[config.mk]
export PLATFORM = sky130hd
export DESIGN_NAME = hex_ascii_crc16_ccitt
export DESIGN_NICKNAME = d
export VERILOG_FILES = /design/src/rtl/core/hac_pkg.sv /design/src/rtl/core/hex_ascii_crc16_ccitt.sv /design/src/rtl/core/hac_nibble_decode.sv /design/src/rtl/core/hac_crc_word.sv
export SDC_FILE = /design/constraint.sdc
export NUM_CORES = 1
export LEC_CHECK = 0
export BUFFER_PORTS_ARGS = -buffer_cell sky130_fd_sc_hd__buf_2
export CORE_UTILIZATION = 58
export CTS_CLUSTER_DIAMETER = 200
export DETAILED_ROUTE_END_ITERATION = 8
export GPL_ROUTABILITY_DRIVEN = 0
export HOLD_SLACK_MARGIN = 0.06
export PLACE_DENSITY_LB_ADDON = 0.05
export SYNTH_ARGS = -nofsm -noshare
export SYNTH_HDL_FRONTEND = slang
export SYNTH_SLANG_ARGS = --single-unit
export TNS_END_PERCENT = 5
[constraint.sdc]
create_clock -name i_clk -period 4.95 [get_ports i_clk]
set_input_delay 0.99 -clock i_clk [delete_from_list [all_inputs] [get_ports i_clk]]
set_output_delay 0.99 -clock i_clk [all_outputs]
set_load 0.01 [all_outputs]
[src/rtl/core/hac_pkg.sv]
// Shared types, constants and CRC table function for the hex-text CRC-16 block.
package hac_pkg;

    localparam int unsigned CharW  = 8;
    localparam int unsigned NibW   = 4;
    localparam int unsigned WordW  = 16;
    localparam int unsigned CrcW   = 16;
    localparam int unsigned PendW  = 12;
    localparam int unsigned CntW   = 2;
    localparam int unsigned AddrW  = 3;
    localparam int unsigned DataW  = 32;

    localparam logic [CrcW-1:0] CrcPoly    = 16'h1021;
    localparam logic [CrcW-1:0] CrcInitRst = 16'hFFFF;
    localparam logic [CntW-1:0] CntFull    = 2'd3;

    // Register index, taken from paddr[2] (registers lie at 4*i).
    localparam logic RegInitialCrc = 1'b0;

    typedef logic [CharW-1:0] t_char;
    typedef logic [NibW-1:0]  t_nibble;
    typedef logic [WordW-1:0] t_word;
    typedef logic [CrcW-1:0]  t_crc;

    // MSB-first table entry for polynomial 0x1021.
    function automatic t_crc crc_table_entry(input logic [7:0] top);
        t_crc r;
        r = {top, 8'h00};
        for (int k = 0; k < 8; k++) begin
            if (r[CrcW-1]) begin
                r = {r[CrcW-2:0], 1'b0} ^ CrcPoly;
            end else begin
                r = {r[CrcW-2:0], 1'b0};
            end
        end
        return r;
    endfunction

endpackage

[src/rtl/core/hex_ascii_crc16_ccitt.sv]
// Top level of the hex-text CRC-16 block: input register, word assembly, CRC and result register.
//
// Usage. Characters of a hex-text telegram arrive on the input channel (i_valid,
// o_stall, i_character, i_final_char); a transaction completes at a rising edge with
// i_valid high and o_stall low. Each character is decoded as one hex nibble, four
// nibbles form a word, and each complete word updates the CRC, high byte first.
// On the character flagged final, the CRC appears as one transaction on the output
// channel (o_valid, i_stall, o_crc_value) and the next telegram starts afresh from
// the seed register; a partial word at the end is dropped.
// A character is taken into the input register and processed from there into the
// CRC register, and a result is then presented from the output register. Throughput is
// one character per cycle while no final character waits for the output register.
// When the receiver stalls, the result stays in the output register; characters that
// are not final still flow through, and only a final character waits in the input
// register, raising o_stall, until the output register is free.
// Reset (i_rst_n low, synchronous) empties both registers, sets the seed register to
// FFFF and restarts the telegram. Writing the seed register over the APB port also
// restarts it.
module hex_ascii_crc16_ccitt (
    input  logic                      i_clk,
    input  logic                      i_rst_n,
    // Character channel
    input  logic                      i_valid,
    output logic                      o_stall,
    input  hac_pkg::t_char            i_character,
    input  logic                      i_final_char,
    // Result channel
    output logic                      o_valid,
    input  logic                      i_stall,
    output hac_pkg::t_crc             o_crc_value,
    // Configuration port
    input  logic                      psel,
    input  logic                      penable,
    input  logic                      pwrite,
    input  logic [hac_pkg::AddrW-1:0] paddr,
    input  logic [hac_pkg::DataW-1:0] pwdata,
    output logic [hac_pkg::DataW-1:0] prdata,
    output logic                      pready
);
    import hac_pkg::*;

    // Input register
    logic             r_in_valid, n_in_valid;
    t_char            r_in_char,  n_in_char;
    logic             r_in_final, n_in_final;
    // Telegram state
    t_crc             r_init,  n_init;
    t_crc             r_crc,   n_crc;
    logic [PendW-1:0] r_pend,  n_pend;
    logic [CntW-1:0]  r_cnt,   n_cnt;
    // Result register
    logic             r_out_valid, n_out_valid;
    t_crc             r_out_crc,   n_out_crc;

    t_nibble nibble;
    t_crc    crc_word_next;
    t_crc    crc_step;
    logic    out_free;
    logic    advance;
    logic    in_take;
    logic    cfg_we;

    hac_nibble_decode u_decode (
        .i_character (r_in_char),
        .o_nibble    (nibble)
    );

    hac_crc_word u_crc (
        .i_crc  (r_crc),
        .i_word ({r_pend, nibble}),
        .o_crc  (crc_word_next)
    );

    // A final character may only leave the input register once the result register is free.
    assign out_free = !r_out_valid || !i_stall;
    assign advance  = r_in_valid && (!r_in_final || out_free);
    assign o_stall  = r_in_valid && !advance;
    assign in_take  = i_valid && !o_stall;

    assign pready = 1'b1;
    assign cfg_we = psel && penable && pwrite && (paddr[2] == RegInitialCrc);
    assign prdata = (paddr[2] == RegInitialCrc) ? {{(DataW-CrcW){1'b0}}, r_init} : '0;

    assign crc_step = (r_cnt == CntFull) ? crc_word_next : r_crc;

    always_comb begin
        n_in_valid  = r_in_valid;
        n_in_char   = r_in_char;
        n_in_final  = r_in_final;
        n_init      = r_init;
        n_crc       = r_crc;
        n_pend      = r_pend;
        n_cnt       = r_cnt;
        n_out_valid = r_out_valid;
        n_out_crc   = r_out_crc;

        if (r_out_valid && !i_stall) begin
            n_out_valid = 1'b0;
        end

        if (in_take) begin
            n_in_valid = 1'b1;
            n_in_char  = i_character;
            n_in_final = i_final_char;
        end else if (advance) begin
            n_in_valid = 1'b0;
        end

        if (advance) begin
            if (r_cnt == CntFull) begin
                n_crc  = crc_word_next;
                n_pend = '0;
                n_cnt  = '0;
            end else begin
                n_pend = {r_pend[PendW-NibW-1:0], nibble};
                n_cnt  = r_cnt + CntW'(1);
            end
            if (r_in_final) begin
                n_out_valid = 1'b1;
                n_out_crc   = crc_step;
                n_crc       = r_init;
                n_pend      = '0;
                n_cnt       = '0;
            end
        end

        // Configuration is to be written only while idle; the block does not enforce it. A write restarts the telegram.
        if (cfg_we) begin
            n_init = pwdata[CrcW-1:0];
            n_crc  = pwdata[CrcW-1:0];
            n_pend = '0;
            n_cnt  = '0;
        end
    end

    always_ff @(posedge i_clk) begin
        if (!i_rst_n) begin
            r_in_valid  <= 1'b0;
            r_init      <= CrcInitRst;
            r_crc       <= CrcInitRst;
            r_pend      <= '0;
            r_cnt       <= '0;
            r_out_valid <= 1'b0;
        end else begin
            r_in_valid  <= n_in_valid;
            r_init      <= n_init;
            r_crc       <= n_crc;
            r_pend      <= n_pend;
            r_cnt       <= n_cnt;
            r_out_valid <= n_out_valid;
        end
    end

    always_ff @(posedge i_clk) begin
        r_in_char  <= n_in_char;
        r_in_final <= n_in_final;
        r_out_crc  <= n_out_crc;
    end

    assign o_valid     = r_out_valid;
    assign o_crc_value = r_out_crc;

`ifndef SYNTHESIS
    a_reset_empty: assert property (@(posedge i_clk) !i_rst_n |=> !o_valid)
        else $error("result register not empty after reset");

    a_result_from_final: assert property (@(posedge i_clk) disable iff (!i_rst_n)
        $rose(o_valid) |-> $past(advance && r_in_final))
        else $error("result produced without a final character");

    a_restart_after_final: assert property (@(posedge i_clk) disable iff (!i_rst_n)
        (advance && r_in_final && !cfg_we) |=> (r_cnt == '0 && r_pend == '0
            && r_crc == $past(r_init)))
        else $error("telegram state not restarted after final character");

    a_stall_needs_item: assert property (@(posedge i_clk) disable iff (!i_rst_n)
        o_stall |-> (r_in_valid && r_in_final && r_out_valid))
        else $error("input stalled without a waiting final character");
`endif

endmodule

[src/rtl/core/hac_nibble_decode.sv]
// Decodes one ASCII character into a hex nibble; non-hex characters give zero.
module hac_nibble_decode (
    input  hac_pkg::t_char   i_character,
    output hac_pkg::t_nibble o_nibble
);
    import hac_pkg::*;

    always_comb begin
        if (i_character >= 8'h30 && i_character <= 8'h39) begin
            o_nibble = NibW'(i_character - 8'h30);
        end else if (i_character >= 8'h61 && i_character <= 8'h66) begin
            o_nibble = NibW'(i_character - 8'h57);
        end else if (i_character >= 8'h41 && i_character <= 8'h46) begin
            o_nibble = NibW'(i_character - 8'h37);
        end else begin
            o_nibble = '0;
        end
    end

endmodule

[src/rtl/core/hac_crc_word.sv]
// Augmented CRC-16 update over one 16-bit word, high byte first.
module hac_crc_word (
    input  hac_pkg::t_crc  i_crc,
    input  hac_pkg::t_word i_word,
    output hac_pkg::t_crc  o_crc
);
    import hac_pkg::*;

    t_crc crc_mid;

    // Each byte is shifted in at the low end and the entry of the old top byte is folded in.
    assign crc_mid = {i_crc[7:0], i_word[15:8]} ^ crc_table_entry(i_crc[15:8]);
    assign o_crc   = {crc_mid[7:0], i_word[7:0]} ^ crc_table_entry(crc_mid[15:8]);

endmodule

==> reports/qor.tcl, run 1 <==
set qor(met3WireLength_um) 449
set qor(route.detailed.vias_per_inst) 5.67
set qor(cpMaxStageDelayCell) {and4b_1}
set qor(dpl.hpwl_um) 6430
set qor(htree_levels) 3
set qor(cp.required_ns) 5.18
set qor(start_util) 0.600
set qor(comb_power_share) 0.214
set qor(critical-path-top-delay-family) {compound AO/OA/AOI/OAI gates}
set qor(top_layer_used) {met4}
set qor(n_fill_cell) 578
set qor(grt_pass1_wl_um) 14200
set qor(synthToLayoutAreaGrowth_pct) 10.3
set qor(sequential_to_total_area_share_from_yosys_stat) 0.422
set qor(grt_setup_unrepaired) {no}
set qor(final_net_count) 525
set qor(fmax_mhz) 360
set qor(tritoncts.num_buffers) 9
set qor(cts_root_buf) {clkbuf_8}
set qor(power.density_cell_area_mw_per_mm2) 312
set qor(design.portCount) 102
set qor(yosys.cell_types.count) 61
set qor(fp.dieW_um) 85.6
set qor(post_cts_gate_resize_count) 0
set qor(crit_path_start_kind) {input port}
set qor(fp.dieH_um) 85.6
set qor(worst_pin_slew_ns) 1.14
set qor(synth_top_cell_by_area) {dfxtp_1}
set qor(synth.avg_cell_area_um2) 9.70
set qor(post-route-min-period_ns) 2.78
set qor(clk_transition_reported_paths_ns) 0.08
set qor(wire_per_inst_um) 16.1
set qor(most_frequently_used_flop_master_after_synthesis) {dfxtp_1}
set qor(placeableCoreArea_mm2) 0.00676
set qor(clk-insertion-delay-late_ns) 0.36
set qor(grt_antenna_before_repair) 0
set qor(routed-wl-met2_um) 4440
set qor(cts_post_setup_buffers_inserted) 0
set qor(postRouteWirelength_um) 8930
set qor(worst-setup-path-type) {input port to register}
set qor(power.switching_mw) 0.417
set qor(layout.cells.most_common) {buf_2}
set qor(p_leak_nw) 1.86
set qor(vdd.ir_drop.worst_mv) 0.190
set qor(largest_net_degree_at_the_start_of_global_routing) 27
set qor(mostFrequentLayoutCells) {buf_2, dfxtp_1, nand2_1}
set qor(slew_headroom) 0.240
set qor(layout_cell_share_with_drive_strength_beyond_1) 0.206
set qor(globalRoute.totalOverflow) 0
set qor(ctsLongestPathBuffers) 2
set qor(netlist.area_leader.share) 0.237
set qor(globalRouteTotalUtil) 0.255
set qor(synth_warnings) 0
set qor(cts_hold_buffers) 0
set qor(finalMaxSlewViolations) 0
set qor(clkPwrFrac) 0.299
set qor(synth_area_mm2) 0.00406
set qor(synthArstFlopShare) 0
set qor(drcViolationCount) 0
set qor(period_share) 0.561
set qor(cp_num_buf_inv) 1
set qor(critical_path.max_fanout) 22
set qor(finalSetupViolations) 0
set qor(first_global_vias) 2925
set qor(finalClockSkew_ns) 0.0127
set qor(dieArea_mm2) 0.00733
set qor(total_power_mw) 1.39
set qor(status) {finished clean}
set qor(synthesis.instances) 418
set qor(worstSetupEndpointType) {register}
set qor(internal_power_mw) 0.977
set qor(regToRegSetupSlack_ns) 2.53
set qor(worst_path_largest_cell_delay_ns) 0.85
set qor(vias) 3146
set qor(met1Wirelength_um) 3920
set qor(synth-seq-cells) 73
set qor(netlist_top_cells_area) {dfxtp_1, edfxtp_1, xnor2_1, nand2_1, buf_4}
set qor(timing_hold_violations_final) 0
set qor(tritoncts) {done}
set qor(crit_chain) {buf_2, and4b_1, o22ai_1, a221oi_1, o21ai_0}
set qor(antenna_cells) 0
set qor(share_seq_of_total_power) 0.487
set qor(max_cap_viol_count) 0
set qor(critPathArrivalTime_ns) 3.01
set qor(timing.setup.tns_ns) 0
set qor(detail_route.iter0.violations) 155
set qor(firstDrtPassIters) 4
set qor(fp-row-count) 30
set qor(synth_edf_count) 25
set qor(switching_share) 0.299
set qor(clock-sinks) 73
set qor(min_path_type) {register to register}
set qor(antenna_left) 0
set qor(buffer_ports.inserted) 66
power by group through the flow:
stage / clock (mW) / sequential (mW) / combinational (mW)
global placement: 0 / 0.691 / 0.292
floorplan: 0 / 0.672 / 0.254
CTS: 0.418 / 0.678 / 0.299
global route: 0.442 / 0.682 / 0.323
finish: 0.417 / 0.679 / 0.298
detailed placement: 0 / 0.692 / 0.297
state kept, by name (all words and copies together) (netlist names):
register and cells:
r_init 16, r_cnt 2, r_crc 16, r_in_char 8
r_in_final 1, r_pend 12, r_in_valid 1, o_crc_value 16
o_valid 1
area by class of cell:
class	count	area, um^2	area share
multi-input combinational	313	2130	0.477
sequential	73	1710	0.383
timing repair buffer	67	338	0.0755
clock buffer	13	149	0.0333
tap	80	100	0.0224
inverter	6	22.5	0.00504
clock inverter	3	17.5	0.00392
kinds of logic (layout without fill, tap and decap cells):
group	Yosys count	in the layout	share of synthesized area
mux	11	11	0.0296
xor+xnor	55	55	0.145
other cells	2	17	0.00185
simple gates	140	140	0.169
fa+ha+maj	4	4	0.0123
flops	73	73	0.422
buf+inv	47	89	0.0666
compound gates	86	86	0.153
worst paths after layout:
path / start / end / cells past startpoint
setup / recovery: paddr[2] / r_crc[13] / 5
hold / removal: r_init[11] / r_init[11] / 2
setup reg to reg: r_in_char[3] / o_crc_value[2] / 5
hold reg to reg: r_init[11] / r_init[11] / 2
worst reg2reg max path: cells and delay by family (launching register included):
family / cells / cell delay (ns)
AOI/OAI and AO/OA: 3 / 0.69
xor gates and xnor gates: 1 / 0.32
DFF: 1 / 0.51
and+or+nand+nor: 1 / 0.60
cell usage after synthesis, types with 11 or more instances:
master	number
clkbuf_1	11
edfxtp_1	25
o21ai_0	12
dfxtp_1	48
xor2_1	14
a21oi_1	13
xnor2_1	31
nand2_1	46
nor2_1	35
buf_4	18
nor2b_1	19
nand3_1	11
through the flow:
step | hold slack (ns) | util | cell area (um^2) | setup slack, ns | instances
6_report | 0.455 | 0.662 | 4470 | 2.17 | 555
5_1_grt | 0.481 | 0.662 | 4470 | 1.98 | 555
4_1_cts | 0.456 | 0.662 | 4470 | 2.13 | 555
3_5_place_dp | 0.445 | 0.637 | 4310 | 1.76 | 539
3_3_place_gp | 0.438 | 0.637 | 4310 | 1.79 | 539
2_1_floorplan | 0.426 | - | 4110 | 2.56 | 433
metal layers:
metal,track usage,vias to the layer above
met5,0,-
met4,0.0879,0
met3,0.0462,12
met2,0.448,93
met1,0.315,1501
li1,-,1540
Note: power is estimated with default switching activity, not from simulation.
==> run 2: changes to the inputs <==
--- a/config.mk
+++ b/config.mk
@@ -6,7 +6,7 @@
 export NUM_CORES = 1
 export LEC_CHECK = 0
 export BUFFER_PORTS_ARGS = -buffer_cell sky130_fd_sc_hd__buf_2
-export CORE_UTILIZATION = 58
+export CORE_UTILIZATION = 48
 export CTS_CLUSTER_DIAMETER = 200
 export DETAILED_ROUTE_END_ITERATION = 8
 export GPL_ROUTABILITY_DRIVEN = 0
==> constraint.sdc (replaced) <==
create_clock -name i_clk -period 2.4 [get_ports i_clk]
set_input_delay 0.48 -clock i_clk [delete_from_list [all_inputs] [get_ports i_clk]]
set_output_delay 0.48 -clock i_clk [all_outputs]
set_load 0.01 [all_outputs]
==> run 2 against run 1 <==
Compared with the run above:
- sequential power is 100% higher
- first-iteration DRC count is 9.7% lower
- global-route usage is 2.2 points lower
- die area is 20% higher
- clock skew is 0.0059 ns lower
- critical path type is now register to register
- largest cell class unchanged
- highest routed layer unchanged
==> reports/qor.tcl, run 2 (synthesis gave the netlist of run 1 again) <==
set qor(fp.dieW_um) 93.9 ;# +9.7%
set qor(antenna_cells) 0 ;# unchanged
set qor(tritoncts.num_buffers) 9 ;# unchanged
set qor(final_net_count) 544 ;# +3.6%
set qor(grt_pass1_wl_um) 15200 ;# +7.3%
set qor(worst_hold_margin_ns) 0.295 ;# -0.160 ns
set qor(combined_area_of_the_multi_input_logic_cells_mm2) 0.00213 ;# unchanged
set qor(finalSetupViolations) 0 ;# unchanged
set qor(status) {finished clean}
set qor(worst-setup-path-type) {register to register}
set qor(finalMaxSlewViolations) 0 ;# unchanged
set qor(slew_headroom) 0.577 ;# +0.336
set qor(mostFrequentLayoutCells) {buf_2, dfxtp_1, nand2_1}
set qor(worstSetupEndpointType) {register}
set qor(fp-row-count) 33 ;# +10%
set qor(globalRoute.totalOverflow) 0 ;# unchanged
set qor(drcViolationCount) 0 ;# unchanged
set qor(globalRouteTotalUtil) 0.233 ;# -0.0216
set qor(layout.cells.most_common) {buf_2}
set qor(clk_transition_reported_paths_ns) 0.08 ;# about the same
set qor(cts_root_buf) {clkbuf_8}
set qor(finalClockSkew_ns) 0.00677 ;# -0.00595 ns
set qor(htree_levels) 3 ;# unchanged
set qor(fp.dieH_um) 93.9 ;# +9.7%
set qor(power.density_cell_area_mw_per_mm2) 641 ;# +110%
set qor(crit_chain) {or4b_1, a311oi_2, o22ai_1, xnor2_1, a21oi_1}
set qor(post_cts_gate_resize_count) 0 ;# unchanged
set qor(clock-sinks) 73 ;# unchanged
set qor(worst_path_largest_cell_delay_ns) 0.57 ;# -0.28 ns
set qor(cpMaxStageDelayCell) {or4b_1}
set qor(min_path_type) {input port to register}
set qor(buffer_ports.inserted) 66 ;# unchanged
set qor(grt_antenna_before_repair) 0 ;# unchanged
set qor(placeableCoreArea_mm2) 0.00818 ;# +21%
set qor(crit_path_start_kind) {register}
set qor(largest_net_degree_at_the_start_of_global_routing) 22 ;# -19%
set qor(firstDrtPassIters) 4 ;# unchanged
set qor(cp_num_buf_inv) 0 ;# -1
set qor(post-route-min-period_ns) 2.19
set qor(design.portCount) 102 ;# unchanged
set qor(ctsLongestPathBuffers) 2 ;# unchanged
set qor(n_fill_cell) 781 ;# +35%
set qor(ff_latch_area_mm2) 0.00171 ;# unchanged
set qor(worst_slack_ns) 0.207 ;# -1.97 ns
set qor(dieArea_mm2) 0.00882 ;# +20%
set qor(synthToLayoutAreaGrowth_pct) 15.1
set qor(grt_setup_unrepaired) {no}
set qor(wire_per_inst_um) 15.7 ;# -2.6%
set qor(detail_route.iter0.violations) 140 ;# -9.7%
set qor(route.detailed.vias_per_inst) 5.28 ;# -6.9%
set qor(timing.setup.tns_ns) 0 ;# unchanged
set qor(p_leak_nw) 1.96 ;# +5.4%
set qor(cts_hold_buffers) 0 ;# unchanged
set qor(critPathArrivalTime_ns) 2.29 ;# -0.72 ns
set qor(place_worst_setup_slack_ns) 0.234 ;# -1.53 ns
set qor(start_util) 0.496 ;# -0.104
set qor(cts_post_setup_buffers_inserted) 0 ;# unchanged
set qor(max_cap_viol_count) 0 ;# unchanged
set qor(first_global_vias) 3104 ;# +6.1%
set qor(fmax_mhz) 456
set qor(postRouteWirelength_um) 9390 ;# +5.1%
set qor(clk-insertion-delay-late_ns) 0.35 ;# about the same
set qor(antenna_left) 0 ;# unchanged
set qor(tritoncts) {done}
set qor(vdd.ir_drop.worst_mv) 0.364 ;# +92%
set qor(design_area_mm2) 0.00467 ;# +4.4%
set qor(placedInstanceArea_mm2) 0.00448 ;# +4.0%
set qor(timing_hold_violations_final) 0 ;# unchanged
set qor(worst_pin_slew_ns) 0.632 ;# -0.507 ns
set qor(vias) 3161 ;# +0.48%
set qor(critical-path-top-delay-family) {compound AO/OA/AOI/OAI gates}
set qor(critical_path.max_fanout) 4 ;# -82%
set qor(period_share) 0.914
set qor(layout_cell_share_with_drive_strength_beyond_1) 0.241 ;# +0.0346
set qor(dpl.hpwl_um) 7180 ;# +12%
set qor(cp.required_ns) 2.50 ;# -2.68 ns
[run 2: changes by cell type in the layout (fill, tap and decap cells not counted)]
cell / previous run / this run
clkbuf_1: 3 / 1
clkinv_2: 2 / 3
bufinv_16: 0 / 1
buf_4: 1 / 20
clkinvlp_4: 1 / 2
clkbuf_8: 10 / 9
[run 2: path summary, 6_finish.rpt]
kind / start / end / slack [ns] / cells past startpoint
worst max register to register: r_in_char[3] / o_crc_value[1] / 0.21 / 5
worst max-delay path: r_in_char[3] / o_crc_value[1] / 0.21 / 5
worst min register to register: r_init[10] / r_init[10] / 0.45 / 2
worst min-delay path: i_character[0] / r_in_char[0] / 0.29 / 1
[run 2: layout make-up]
class | instances | area share
multi-input cells | 313 | 0.457
repair buffers | 86 | 0.103
clock buffers | 10 | 0.0273
clock inverters | 6 | 0.0129
inverters | 6 | 0.00483
well taps | 105 | 0.0282
flip-flops and latches | 73 | 0.367
[run 2: per-layer routing]
| metal | track usage | part of all wire | vias up |
|---|---|---|---|
| li1 | - | - | 1572 |
| met3 | 0.0461 | 0.045 | 14 |
| met5 | 0 | 0 | - |
| met1 | 0.299 | 0.46 | 1489 |
| met4 | 0.0833 | 0.020 | 0 |
| met2 | 0.388 | 0.48 | 86 |
[run 2: stage by stage]
stage / std cells / util / power (mW)
after floorplan: 433 / - / 1.91
after detailed placement: 583 / 0.548 / 2.08
final: 599 / 0.571 / 2.99
after global placement: 583 / 0.548 / 2.06
after CTS: 599 / 0.571 / 3.01
after global routing: 599 / 0.571 / 3.13
[run 2: where the power goes]
group | switching (mW) | internal, mW | leakage, nW | total, mW
logic | 0.359 | 0.302 | 1.26 | 0.661
clock network | 0.469 | 0.475 | 0.0920 | 0.943
registers | 0.0568 | 1.33 | 0.612 | 1.39
